File: src/hw/rtl/ablm_pkg.sv
package ablm_pkg;
   localparam int SAMPLE_W = 16;
   localparam int OUT_W = 16;
   localparam int COUNT_W = 13;
   localparam int ANGLE_W = 16;
   localparam int ASUM_W = 28;
   localparam int CORDIC_STEPS = 14;
   localparam int CORDIC_W = 28;
   localparam int CORDIC_PRESHIFT = 8;
   localparam logic signed [ANGLE_W-1:0] HALF_PI_Q13 = 16'sd12868;
   localparam logic signed [ANGLE_W-1:0] PI_Q13 = 16'sd25736;

   typedef struct packed {
      logic signed [SAMPLE_W-1:0] cur;
      logic signed [SAMPLE_W-1:0] prev;
      logic                       pair;
      logic                       keep;
      logic                       last;
   } front_item_type;

   function automatic logic signed [ANGLE_W-1:0] arctan_q13(input logic [3:0] i);
      logic signed [ANGLE_W-1:0] r;
      case (i)
         4'd0: r = 16'sd6434;
         4'd1: r = 16'sd3798;
         4'd2: r = 16'sd2007;
         4'd3: r = 16'sd1019;
         4'd4: r = 16'sd511;
         4'd5: r = 16'sd256;
         4'd6: r = 16'sd128;
         4'd7: r = 16'sd64;
         4'd8: r = 16'sd32;
         4'd9: r = 16'sd16;
         4'd10: r = 16'sd8;
         4'd11: r = 16'sd4;
         4'd12: r = 16'sd2;
         4'd13: r = 16'sd1;
         default: r = '0;
      endcase
      return r;
   endfunction
endpackage

File: src/hw/rtl/ablm_front.sv
module ablm_front #(
   parameter int MAX_LEN = 4096,
   parameter int CNT_W = 17
) (
   input  logic                                  clock,
   input  logic                                  reset,
   input  logic                                  req_push,
   output logic                                  req_full,
   input  logic signed [ablm_pkg::SAMPLE_W-1:0]  req_sample,
   input  logic                                  req_last,
   output logic                                  fq_push,
   input  logic                                  fq_full,
   output ablm_pkg::front_item_type              fq_item
);
   logic [CNT_W-1:0] count_ff, count_in;
   logic signed [ablm_pkg::SAMPLE_W-1:0] prev_ff, prev_in;
   logic keep;
   logic fire;

   assign req_full = fq_full;
   assign fire = req_push && !fq_full;
   assign keep = count_ff < CNT_W'(MAX_LEN);
   assign fq_push = fire;
   assign fq_item.cur = req_sample;
   assign fq_item.prev = prev_ff;
   assign fq_item.pair = keep && (count_ff != '0);
   assign fq_item.keep = keep;
   assign fq_item.last = req_last;

   always_comb begin
      count_in = count_ff;
      prev_in = prev_ff;
      if (fire) begin
         if (keep) begin
            count_in = count_ff + 1'b1;
            prev_in = req_sample;
         end
         if (req_last) begin
            count_in = '0;
            prev_in = '0;
         end
      end
   end

   always_ff @(posedge clock) begin
      if (reset) begin
         count_ff <= '0;
         prev_ff <= '0;
      end else begin
         count_ff <= count_in;
         prev_ff <= prev_in;
      end
   end
endmodule

File: src/hw/rtl/ablm_queue.sv
module ablm_queue #(
   parameter int W = 34
) (
   input  logic         clock,
   input  logic         reset,
   input  logic         push,
   output logic         full,
   input  logic [W-1:0] wdata,
   input  logic         pop,
   output logic         empty,
   output logic [W-1:0] rdata
);
   logic [W-1:0] mem_ff [2];
   logic         wp_ff, rp_ff;
   logic [1:0]   n_ff;

   assign full = n_ff == 2'd2;
   assign empty = n_ff == 2'd0;
   assign rdata = mem_ff[rp_ff];

   always_ff @(posedge clock) begin
      if (push && !full) mem_ff[wp_ff] <= wdata;
   end

   always_ff @(posedge clock) begin
      if (reset) begin
         wp_ff <= 1'b0;
         rp_ff <= 1'b0;
         n_ff <= '0;
      end else begin
         if (push && !full) wp_ff <= !wp_ff;
         if (pop && !empty) rp_ff <= !rp_ff;
         n_ff <= n_ff + 2'((push && !full) ? 1 : 0) - 2'((pop && !empty) ? 1 : 0);
      end
   end
endmodule

File: src/hw/rtl/ablm_back.sv
module ablm_back #(
   parameter int MAX_LEN = 4096
) (
   input  logic                             clock,
   input  logic                             reset,
   input  logic                             fq_empty,
   output logic                             fq_pop,
   input  ablm_pkg::front_item_type         fq_item,
   output logic                             rsp_empty,
   input  logic                             rsp_pop,
   output logic [ablm_pkg::OUT_W-1:0]       rsp_level,
   output logic [ablm_pkg::OUT_W-1:0]       rsp_mean_abs,
   output logic signed [ablm_pkg::OUT_W-1:0] rsp_mean_phase,
   output logic [ablm_pkg::COUNT_W-1:0]     rsp_sample_count,
   output logic                             rsp_truncated
);
   localparam int CW = ablm_pkg::CORDIC_W;
   localparam int AW = ablm_pkg::ANGLE_W;
   localparam int CNT_W = $clog2(MAX_LEN + 1);
   localparam int SQ_W = 32 + CNT_W;
   localparam int MG_W = 16 + CNT_W;
   localparam int AS_W = 16 + CNT_W;
   localparam int DIV_W = SQ_W;
   localparam int KW = $clog2(DIV_W + 1);

   localparam logic [3:0] S_IDLE = 4'd0;
   localparam logic [3:0] S_CORD = 4'd1;
   localparam logic [3:0] S_ACC  = 4'd2;
   localparam logic [3:0] S_DSQ  = 4'd3;
   localparam logic [3:0] S_DMG  = 4'd4;
   localparam logic [3:0] S_DPH  = 4'd5;
   localparam logic [3:0] S_SQRT = 4'd6;
   localparam logic [3:0] S_OUT  = 4'd7;
   localparam logic [3:0] S_MUL  = 4'd8;

   logic [3:0] st_ff;
   logic [SQ_W-1:0] sq_ff;
   logic [MG_W-1:0] mg_ff;
   logic signed [AS_W-1:0] as_ff;
   logic [CNT_W-1:0] cnt_ff;
   logic ovf_ff;
   logic last_ff;
   logic [15:0] mag_ff;
   logic [31:0] msq_ff;
   logic signed [CW-1:0] x_ff, y_ff;
   logic signed [AW+1:0] z_ff;
   logic [3:0] i_ff;
   logic cord_ff;
   logic [DIV_W-1:0] num_ff, quo_ff;
   logic [DIV_W-1:0] rem_ff;
   logic [CNT_W-1:0] den_ff;
   logic [KW-1:0] k_ff;
   logic neg_ff;
   logic [SQ_W-1:0] sv_ff, sroot_ff, sbit_ff;
   logic [15:0] lvl_ff, mab_ff, ph_ff;
   logic has_ff;

   logic signed [CW-1:0] dx, dy;
   logic signed [AW+1:0] za;
   logic [DIV_W:0] rtry;
   logic [SQ_W-1:0] stry;
   logic signed [16:0] cs, ps;

   assign dx = y_ff >>> i_ff;
   assign dy = x_ff >>> i_ff;
   assign za = (AW+2)'(ablm_pkg::arctan_q13(i_ff));
   assign rtry = {rem_ff, num_ff[DIV_W-1]} - (DIV_W+1)'(den_ff);
   assign stry = sroot_ff + sbit_ff;
   assign cs = 17'(fq_item.cur);
   assign ps = 17'(fq_item.prev);

   assign fq_pop = (st_ff == S_IDLE) && !fq_empty;
   assign rsp_empty = st_ff != S_OUT;
   assign rsp_level = lvl_ff;
   assign rsp_mean_abs = mab_ff;
   assign rsp_mean_phase = ph_ff;
   assign rsp_sample_count = ablm_pkg::COUNT_W'(cnt_ff);
   assign rsp_truncated = ovf_ff;

   always_ff @(posedge clock) begin
      if (reset) begin
         st_ff <= S_IDLE;
         sq_ff <= '0; mg_ff <= '0; as_ff <= '0; cnt_ff <= '0; ovf_ff <= 1'b0;
      end else begin
         unique case (st_ff)
            S_IDLE: if (!fq_empty) begin
               last_ff <= fq_item.last;
               mag_ff <= cs[16] ? 16'(-cs) : 16'(cs);
               cord_ff <= 1'b0;
               z_ff <= '0;
               i_ff <= '0;
               if (!fq_item.keep) begin
                  ovf_ff <= 1'b1;
                  st_ff <= fq_item.last ? S_DSQ : S_IDLE;
                  num_ff <= DIV_W'(sq_ff); den_ff <= cnt_ff;
                  rem_ff <= '0; quo_ff <= '0; k_ff <= '0; neg_ff <= 1'b0;
               end else begin
                  st_ff <= S_MUL;
                  if (fq_item.pair) begin
                     if (cs == 0) z_ff <= (ps < 0) ? (AW+2)'(ablm_pkg::PI_Q13) : '0;
                     else if (ps == 0)
                        z_ff <= (cs > 0) ? (AW+2)'(ablm_pkg::HALF_PI_Q13)
                                         : -(AW+2)'(ablm_pkg::HALF_PI_Q13);
                     else begin
                        cord_ff <= 1'b1;
                        if (ps < 0 && cs > 0) begin
                           x_ff <= CW'(cs) <<< ablm_pkg::CORDIC_PRESHIFT;
                           y_ff <= CW'(-ps) <<< ablm_pkg::CORDIC_PRESHIFT;
                           z_ff <= (AW+2)'(ablm_pkg::HALF_PI_Q13);
                        end else if (ps < 0) begin
                           x_ff <= CW'(-cs) <<< ablm_pkg::CORDIC_PRESHIFT;
                           y_ff <= CW'(ps) <<< ablm_pkg::CORDIC_PRESHIFT;
                           z_ff <= -(AW+2)'(ablm_pkg::HALF_PI_Q13);
                        end else begin
                           x_ff <= CW'(ps) <<< ablm_pkg::CORDIC_PRESHIFT;
                           y_ff <= CW'(cs) <<< ablm_pkg::CORDIC_PRESHIFT;
                        end
                     end
                  end
               end
            end
            S_MUL: begin
               msq_ff <= 32'(mag_ff) * 32'(mag_ff);
               st_ff <= cord_ff ? S_CORD : S_ACC;
            end
            S_CORD: begin
               if (y_ff >= 0) begin
                  x_ff <= x_ff + dx; y_ff <= y_ff - dy; z_ff <= z_ff + za;
               end else begin
                  x_ff <= x_ff - dx; y_ff <= y_ff + dy; z_ff <= z_ff - za;
               end
               i_ff <= i_ff + 1'b1;
               if (i_ff == 4'(ablm_pkg::CORDIC_STEPS - 1)) st_ff <= S_ACC;
            end
            S_ACC: begin
               sq_ff <= sq_ff + SQ_W'(msq_ff);
               mg_ff <= mg_ff + MG_W'(mag_ff);
               if (z_ff > (AW+2)'(ablm_pkg::PI_Q13))
                  as_ff <= as_ff + AS_W'(ablm_pkg::PI_Q13);
               else if (z_ff < -(AW+2)'(ablm_pkg::PI_Q13))
                  as_ff <= as_ff - AS_W'(ablm_pkg::PI_Q13);
               else as_ff <= as_ff + AS_W'(z_ff);
               cnt_ff <= cnt_ff + 1'b1;
               num_ff <= DIV_W'(sq_ff + SQ_W'(msq_ff));
               den_ff <= cnt_ff + 1'b1;
               rem_ff <= '0; quo_ff <= '0; k_ff <= '0; neg_ff <= 1'b0;
               st_ff <= last_ff ? S_DSQ : S_IDLE;
            end
            S_DSQ, S_DMG, S_DPH: begin
               num_ff <= num_ff << 1;
               if (!rtry[DIV_W]) begin
                  rem_ff <= rtry[DIV_W-1:0];
                  quo_ff <= {quo_ff[DIV_W-2:0], 1'b1};
               end else begin
                  rem_ff <= {rem_ff[DIV_W-2:0], num_ff[DIV_W-1]};
                  quo_ff <= {quo_ff[DIV_W-2:0], 1'b0};
               end
               k_ff <= k_ff + 1'b1;
               if (k_ff == KW'(DIV_W - 1)) begin
                  k_ff <= '0; rem_ff <= '0; quo_ff <= '0;
                  if (st_ff == S_DSQ) begin
                     sv_ff <= !rtry[DIV_W] ? {quo_ff[DIV_W-2:0], 1'b1}
                                          : {quo_ff[DIV_W-2:0], 1'b0};
                     num_ff <= DIV_W'(mg_ff);
                     st_ff <= S_DMG;
                  end else if (st_ff == S_DMG) begin
                     mab_ff <= !rtry[DIV_W] ? {quo_ff[14:0], 1'b1} : {quo_ff[14:0], 1'b0};
                     neg_ff <= as_ff < 0;
                     num_ff <= DIV_W'(as_ff < 0 ? -as_ff : as_ff);
                     den_ff <= cnt_ff - 1'b1;
                     has_ff <= cnt_ff > 1;
                     st_ff <= S_DPH;
                  end else begin
                     ph_ff <= !has_ff ? '0 :
                        (neg_ff ? -(!rtry[DIV_W] ? {quo_ff[14:0], 1'b1} : {quo_ff[14:0], 1'b0})
                                :  (!rtry[DIV_W] ? {quo_ff[14:0], 1'b1} : {quo_ff[14:0], 1'b0}));
                     sroot_ff <= '0;
                     sbit_ff <= SQ_W'(1) << (2 * ((SQ_W - 1) / 2));
                     st_ff <= S_SQRT;
                  end
               end
            end
            S_SQRT: begin
               if (sbit_ff == '0) begin
                  lvl_ff <= 16'(sroot_ff);
                  st_ff <= S_OUT;
               end else begin
                  if (sv_ff >= stry) begin
                     sv_ff <= sv_ff - stry;
                     sroot_ff <= (sroot_ff >> 1) + sbit_ff;
                  end else sroot_ff <= sroot_ff >> 1;
                  sbit_ff <= sbit_ff >> 2;
               end
            end
            S_OUT: if (rsp_pop) begin
               st_ff <= S_IDLE;
               sq_ff <= '0; mg_ff <= '0; as_ff <= '0; cnt_ff <= '0; ovf_ff <= 1'b0;
            end
            default: st_ff <= S_IDLE;
         endcase
      end
   end
endmodule

File: src/hw/rtl/audio_block_level_meter.sv
// audio_block_level_meter: per-buffer level meter for Q1.15 audio samples.
// input channel: req_push / req_full with req_sample and req_last; a
//   transaction happens when req_push is high and req_full is low.
// result channel: rsp_empty / rsp_pop; the result for a buffer appears
//   after the sample flagged last and leaves when rsp_pop is high while
//   rsp_empty is low.
// per sample in the back end: pick-up, a multiply state, a 14-step atan2
//   cordic (only for pairs with both samples nonzero), an accumulate state.
// a two-entry queue between front and back lets the next samples be taken
//   while the back end is busy.
// end of buffer: three serial divisions of clog2(MAX_LEN+1)+32 bits
//   (one quotient bit per cycle) plus an integer square root.
// samples past MAX_LEN are dropped and flagged in rsp_truncated.
// reset clears all sums; the block holds the result while rsp_pop is low
//   and stops taking samples once its queue fills.
module audio_block_level_meter #(
   parameter int MAX_LEN = 4096
) (
   input  logic                              clock,
   input  logic                              reset,
   input  logic                              req_push,
   output logic                              req_full,
   input  logic signed [15:0]                req_sample,
   input  logic                              req_last,
   output logic                              rsp_empty,
   input  logic                              rsp_pop,
   output logic [15:0]                       rsp_level,
   output logic [15:0]                       rsp_mean_abs,
   output logic signed [15:0]                rsp_mean_phase,
   output logic [12:0]                       rsp_sample_count,
   output logic                              rsp_truncated
);
   localparam int CNT_W = $clog2(MAX_LEN + 1);
   localparam int IW = $bits(ablm_pkg::front_item_type);

   logic fq_push, fq_full, fq_pop, fq_empty;
   ablm_pkg::front_item_type f_item, b_item;

   ablm_front #(.MAX_LEN(MAX_LEN), .CNT_W(CNT_W)) u_front (
      .clock, .reset, .req_push, .req_full, .req_sample, .req_last,
      .fq_push, .fq_full, .fq_item(f_item)
   );

   ablm_queue #(.W(IW)) u_queue (
      .clock, .reset, .push(fq_push), .full(fq_full), .wdata(f_item),
      .pop(fq_pop), .empty(fq_empty), .rdata(b_item)
   );

   ablm_back #(.MAX_LEN(MAX_LEN)) u_back (
      .clock, .reset, .fq_empty, .fq_pop, .fq_item(b_item),
      .rsp_empty, .rsp_pop, .rsp_level, .rsp_mean_abs, .rsp_mean_phase,
      .rsp_sample_count, .rsp_truncated
   );
endmodule

File: config.mk
export PLATFORM = sky130hd
export DESIGN_NAME = audio_block_level_meter
export DESIGN_NICKNAME = d
export VERILOG_FILES = /design/src/hw/rtl/ablm_pkg.sv /design/src/hw/rtl/ablm_front.sv /design/src/hw/rtl/ablm_queue.sv /design/src/hw/rtl/ablm_back.sv /design/src/hw/rtl/audio_block_level_meter.sv
export SDC_FILE = /design/constraint.sdc
export NUM_CORES = 2
export LEC_CHECK = 0
export ABC_AREA = 1
export ABC_CLOCK_PERIOD_IN_PS = 10500
export BUFFER_PORTS_ARGS = -buffer_cell sky130_fd_sc_hd__buf_2
export CAP_MARGIN = 10
export CORE_ASPECT_RATIO = 2
export CORE_MARGIN = 4
export CORE_UTILIZATION = 55
export CTS_CLUSTER_SIZE = 30
export DETAILED_ROUTE_END_ITERATION = 10
export GPL_TIMING_DRIVEN = 0
export MAX_ROUTING_LAYER = met4
export PLACE_DENSITY = 0.71
export SYNTH_ARGS = -nofsm -noshare
export SYNTH_HDL_FRONTEND = slang
export SYNTH_HIERARCHICAL = 1
export SYNTH_SLANG_ARGS = --single-unit
File: constraint.sdc
create_clock -name clock -period 10.5 [get_ports clock]
set_clock_uncertainty 0.05 [all_clocks]
set_input_delay 0 -clock clock [delete_from_list [all_inputs] [get_ports clock]]
set_output_delay 0 -clock clock [all_outputs]
set_load 0.03 [all_outputs]
==> impl_metrics.py <==
metrics = {
    "worst_setup_path": {
        "path_buf_inv": 7,
        "r2r_end": "u_back/msq_ff[24]",
        "worstReg2RegStart": "u_back/mag_ff[9]",
        "cp_data_required_time_ns": 10.88,
        "slowest_delay_ns": 0.70,
        "critPathTopFamily": "adder cells",
        "cp_cell_sequence": "clkbuf_1 -> clkbuf_1 -> nand2_1 -> fa_1 -> inv_1 -> ha_1 -> o21bai_1 -> fa_1 -> inv_1 -> fa_1 -> inv_1 -> fa_1 -> inv_1 -> fa_1 -> inv_1 -> ha_1 -> a21oi_1 -> a21boi_0 -> o21ai_1 -> a21oi_1 -> o21ai_1 -> xor2_1",
        "crit_path_start_kind": "flip-flop",
        "arrival_ns": 7.63,
        "crit_type": "reg -> reg",
        "crit_fanout": 10,
        "r2r_cells": 22,
        "crit_path_top_delay_cell": "a21boi_0",
        "worstSetupEndpointType": "flip-flop",
        "reg2reg_setup_slack_ns": 3.25,
    },
    "finish": {
        "drive_above_1_share": 0.0606,
        "fill_cells": 10130,
        "nets": 8838,
        "final_cell_mix": "nand2_1 (1774), inv_1 (1081), nor2_1 (749), a21oi_1 (645), nand3_1 (616)",
        "area_delta_synth_final_pct": 8.98,
        "mostFrequentLayoutCell": "nand2_1",
        "final_core_util": 0.603,
        "final_area_um2": 64600,
    },
    "min_path": {
        "min_to": "u_queue/mem_ff[1][27]",
        "hold_class": "in -> reg",
        "hold_depth": 3,
        "min_from": "req_sample[8]",
    },
    "run": {
        "drv_cap": 0,
    },
    "placement": {
        "port_buffers": 84,
        "place_area_um2": 61800,
        "place_worst_setup_slack_ns": 3.35,
        "post-dp-hpwl_um": 184000,
        "place.gp.congestion": 1.08,
    },
    "global_routing": {
        "grt_pass1_vias": 59563,
        "grt_max_degree": 34,
        "met1_usage": 0.341,
        "grt_util_met2": 0.728,
        "grt.met3_usage": 0.0655,
        "busiest_layer": "met2",
        "grt_remaining_overflow": 0,
        "grt_pass1_wl_um": 338000,
        "grt_use_total": 0.406,
        "antenna_found_initial": 2,
    },
    "sta": {
        "report.final.slew_viol_count": 0,
        "rsz0062_at_grt": "false",
        "fin_crit_ns": 7.25,
        "fmaxAchievable_ghz": 0.138,
        "worst_slack_ns": 3.25,
        "max_slew_margin": 0.0327,
        "fin_setup_tns_ns": 0,
        "hold_viol": 0,
        "setup_violations": 0,
        "worst_pin_slew_ns": 1.45,
        "min_period_over_period": 0.690,
    },
    "routing": {
        "vias": 58331,
        "drc": 0,
        "drt_iter0_markers": 4079,
        "detail_route.first_pass.iterations": 9,
        "vias_per_cell": 6.02,
        "ant_nets": 0,
        "routedWlPerCell_um": 23.7,
        "routed_wl_um": 230000,
    },
    "floorplanning": {
        "dieArea_um2": 113000,
        "initial_core_util": 0.553,
        "die_x_um": 240,
        "die_h_um": 472,
        "core_um2": 107000,
        "rows": 170,
        "io_pins": 85,
    },
    "yosys": {
        "synth-seq-cells": 681,
        "ys.flop_type": "edfxtp_1",
        "synth-edff-count": 513,
        "ys_seq_area_frac": 0.317,
        "yosysUniqueCellTypes": 79,
        "synthArstFlopShare": 0,
        "syn_area_per_cell_um2": 7.38,
        "yosys_warnings": 6,
        "synth_nets": 8612,
        "synthCells": 8038,
        "synth_area_um2": 59300,
    },
    "clocking": {
        "cts_setup_buffers": 0,
        "cts_buffers": 68,
        "cts_buffer_depth": 3,
        "cts_tree": "yes",
        "cts_resized": 0,
        "clock_latency_ns": 0.70,
        "clock-sinks": 681,
        "cts-root-buf": "clkbuf_16",
        "path_clk_slew_ns": 0.07,
        "cts_max_level": 3,
    },
    "outcome": {
        "status": "finished, final reports clean",
    },
}
-- cell families after synthesis --
| kind of cell | share of synthesized area |
|---|---|
| adder cells (fa/ha/maj) | 0.139 |
| buffers and inverters | 0.0925 |
| XOR/XNOR | 0.0408 |
| AND/OR/NAND/NOR | 0.251 |
| flip-flops | 0.317 |
| multiplexers | 0.00874 |
| AO/OA/AOI/OAI | 0.152 |
-- synthesized netlist by cell type, types with 55 or more instances --
cell type | instances | share of area
xnor2_1 | 81 | 0.012
nand3_1 | 616 | 0.052
o21ai_0 | 537 | 0.045
edfxtp_1 | 513 | 0.26
o211ai_1 | 55 | 0.0070
inv_1 | 1082 | 0.069
nand2_1 | 1774 | 0.11
nor3_1 | 110 | 0.0093
nor2_1 | 751 | 0.048
dfxtp_1 | 168 | 0.057
ha_1 | 380 | 0.080
clkbuf_1 | 163 | 0.010
nand4_1 | 66 | 0.0070
xor2_1 | 190 | 0.028
fa_1 | 173 | 0.058
a21oi_1 | 646 | 0.055
-- worst max path at each step --
| stage | from | to | slack [ns] | cells after the start |
|---|---|---|---|---|
| after floorplan | u_back/st_ff[0] | u_back/den_ff[0] | 1.27 | 8 |
| after global placement | u_back/st_ff[0] | u_back/den_ff[0] | -3.37 | 8 |
| after detailed placement | u_back/mag_ff[6] | u_back/msq_ff[27] | 3.35 | 21 |
| after CTS | u_back/mag_ff[6] | u_back/msq_ff[27] | 3.34 | 21 |
| after global routing | u_back/mag_ff[9] | u_back/msq_ff[24] | 2.96 | 22 |
| final | u_back/mag_ff[9] | u_back/msq_ff[24] | 3.25 | 22 |
-- registers in the layout (all words and copies together) (netlist names), 23 cells and up, named ones only --
signal,cells
u_back/x_ff,28
u_queue/mem_ff,70
u_back/rem_ff,45
u_back/mg_ff,29
u_back/msq_ff,31
u_back/num_ff,45
u_back/quo_ff,44
u_back/sq_ff,45
u_back/sroot_ff,45
u_back/y_ff,28
u_back/sbit_ff,23
u_back/as_ff,29
u_back/sv_ff,45
-- worst register-to-register path, delay by kind of cell (launching register included) --
kind / cells / cell delay, ns
AOI/OAI and AO/OA: 6 / 1.66
buffers and inverters: 7 / 1.20
adders and majority gates: 7 / 3.13
DFF: 1 / 0.62
and+or+nand+nor: 1 / 0.17
xor gates and xnor gates: 1 / 0.16
-- metal layers --
metal	wire, µm	part of all wire	up-vias
met5	0	0	-
met4	29600	0.13	0
met3	12500	0.055	1263
met2	118000	0.51	2505
met1	69300	0.30	27268
li1	-	-	27295
-- area by class of cell --
class,instances,area (µm²),share of cell area
multi-input combinational,5979,35100,0.543
sequential,681,18800,0.290
inverter,1116,4190,0.0649
clock buffer,79,1830,0.0283
tap,1376,1720,0.0266
buffer,262,1290,0.0200
timing repair buffer,156,1240,0.0192
clock inverter,44,467,0.00722
antenna,4,10.0,0.000155
-- repair_timing --
action,in CTS,in global routing
hold endpoints to repair,88,0
hold buffers,49,0
endpoints found under the setup margin,0,0
-- through the flow --
step	hold slack (ns)	cells
after floorplan	0.0212	8038
after global placement	0.212	9498
after detailed placement	0.214	9520
after CTS	0.0517	9692
after global routing	0.0983	9695
final	0.0779	9697
Power is not shown: default switching activity piles up to over one toggle a cycle in this logic, so the estimate is an artifact.
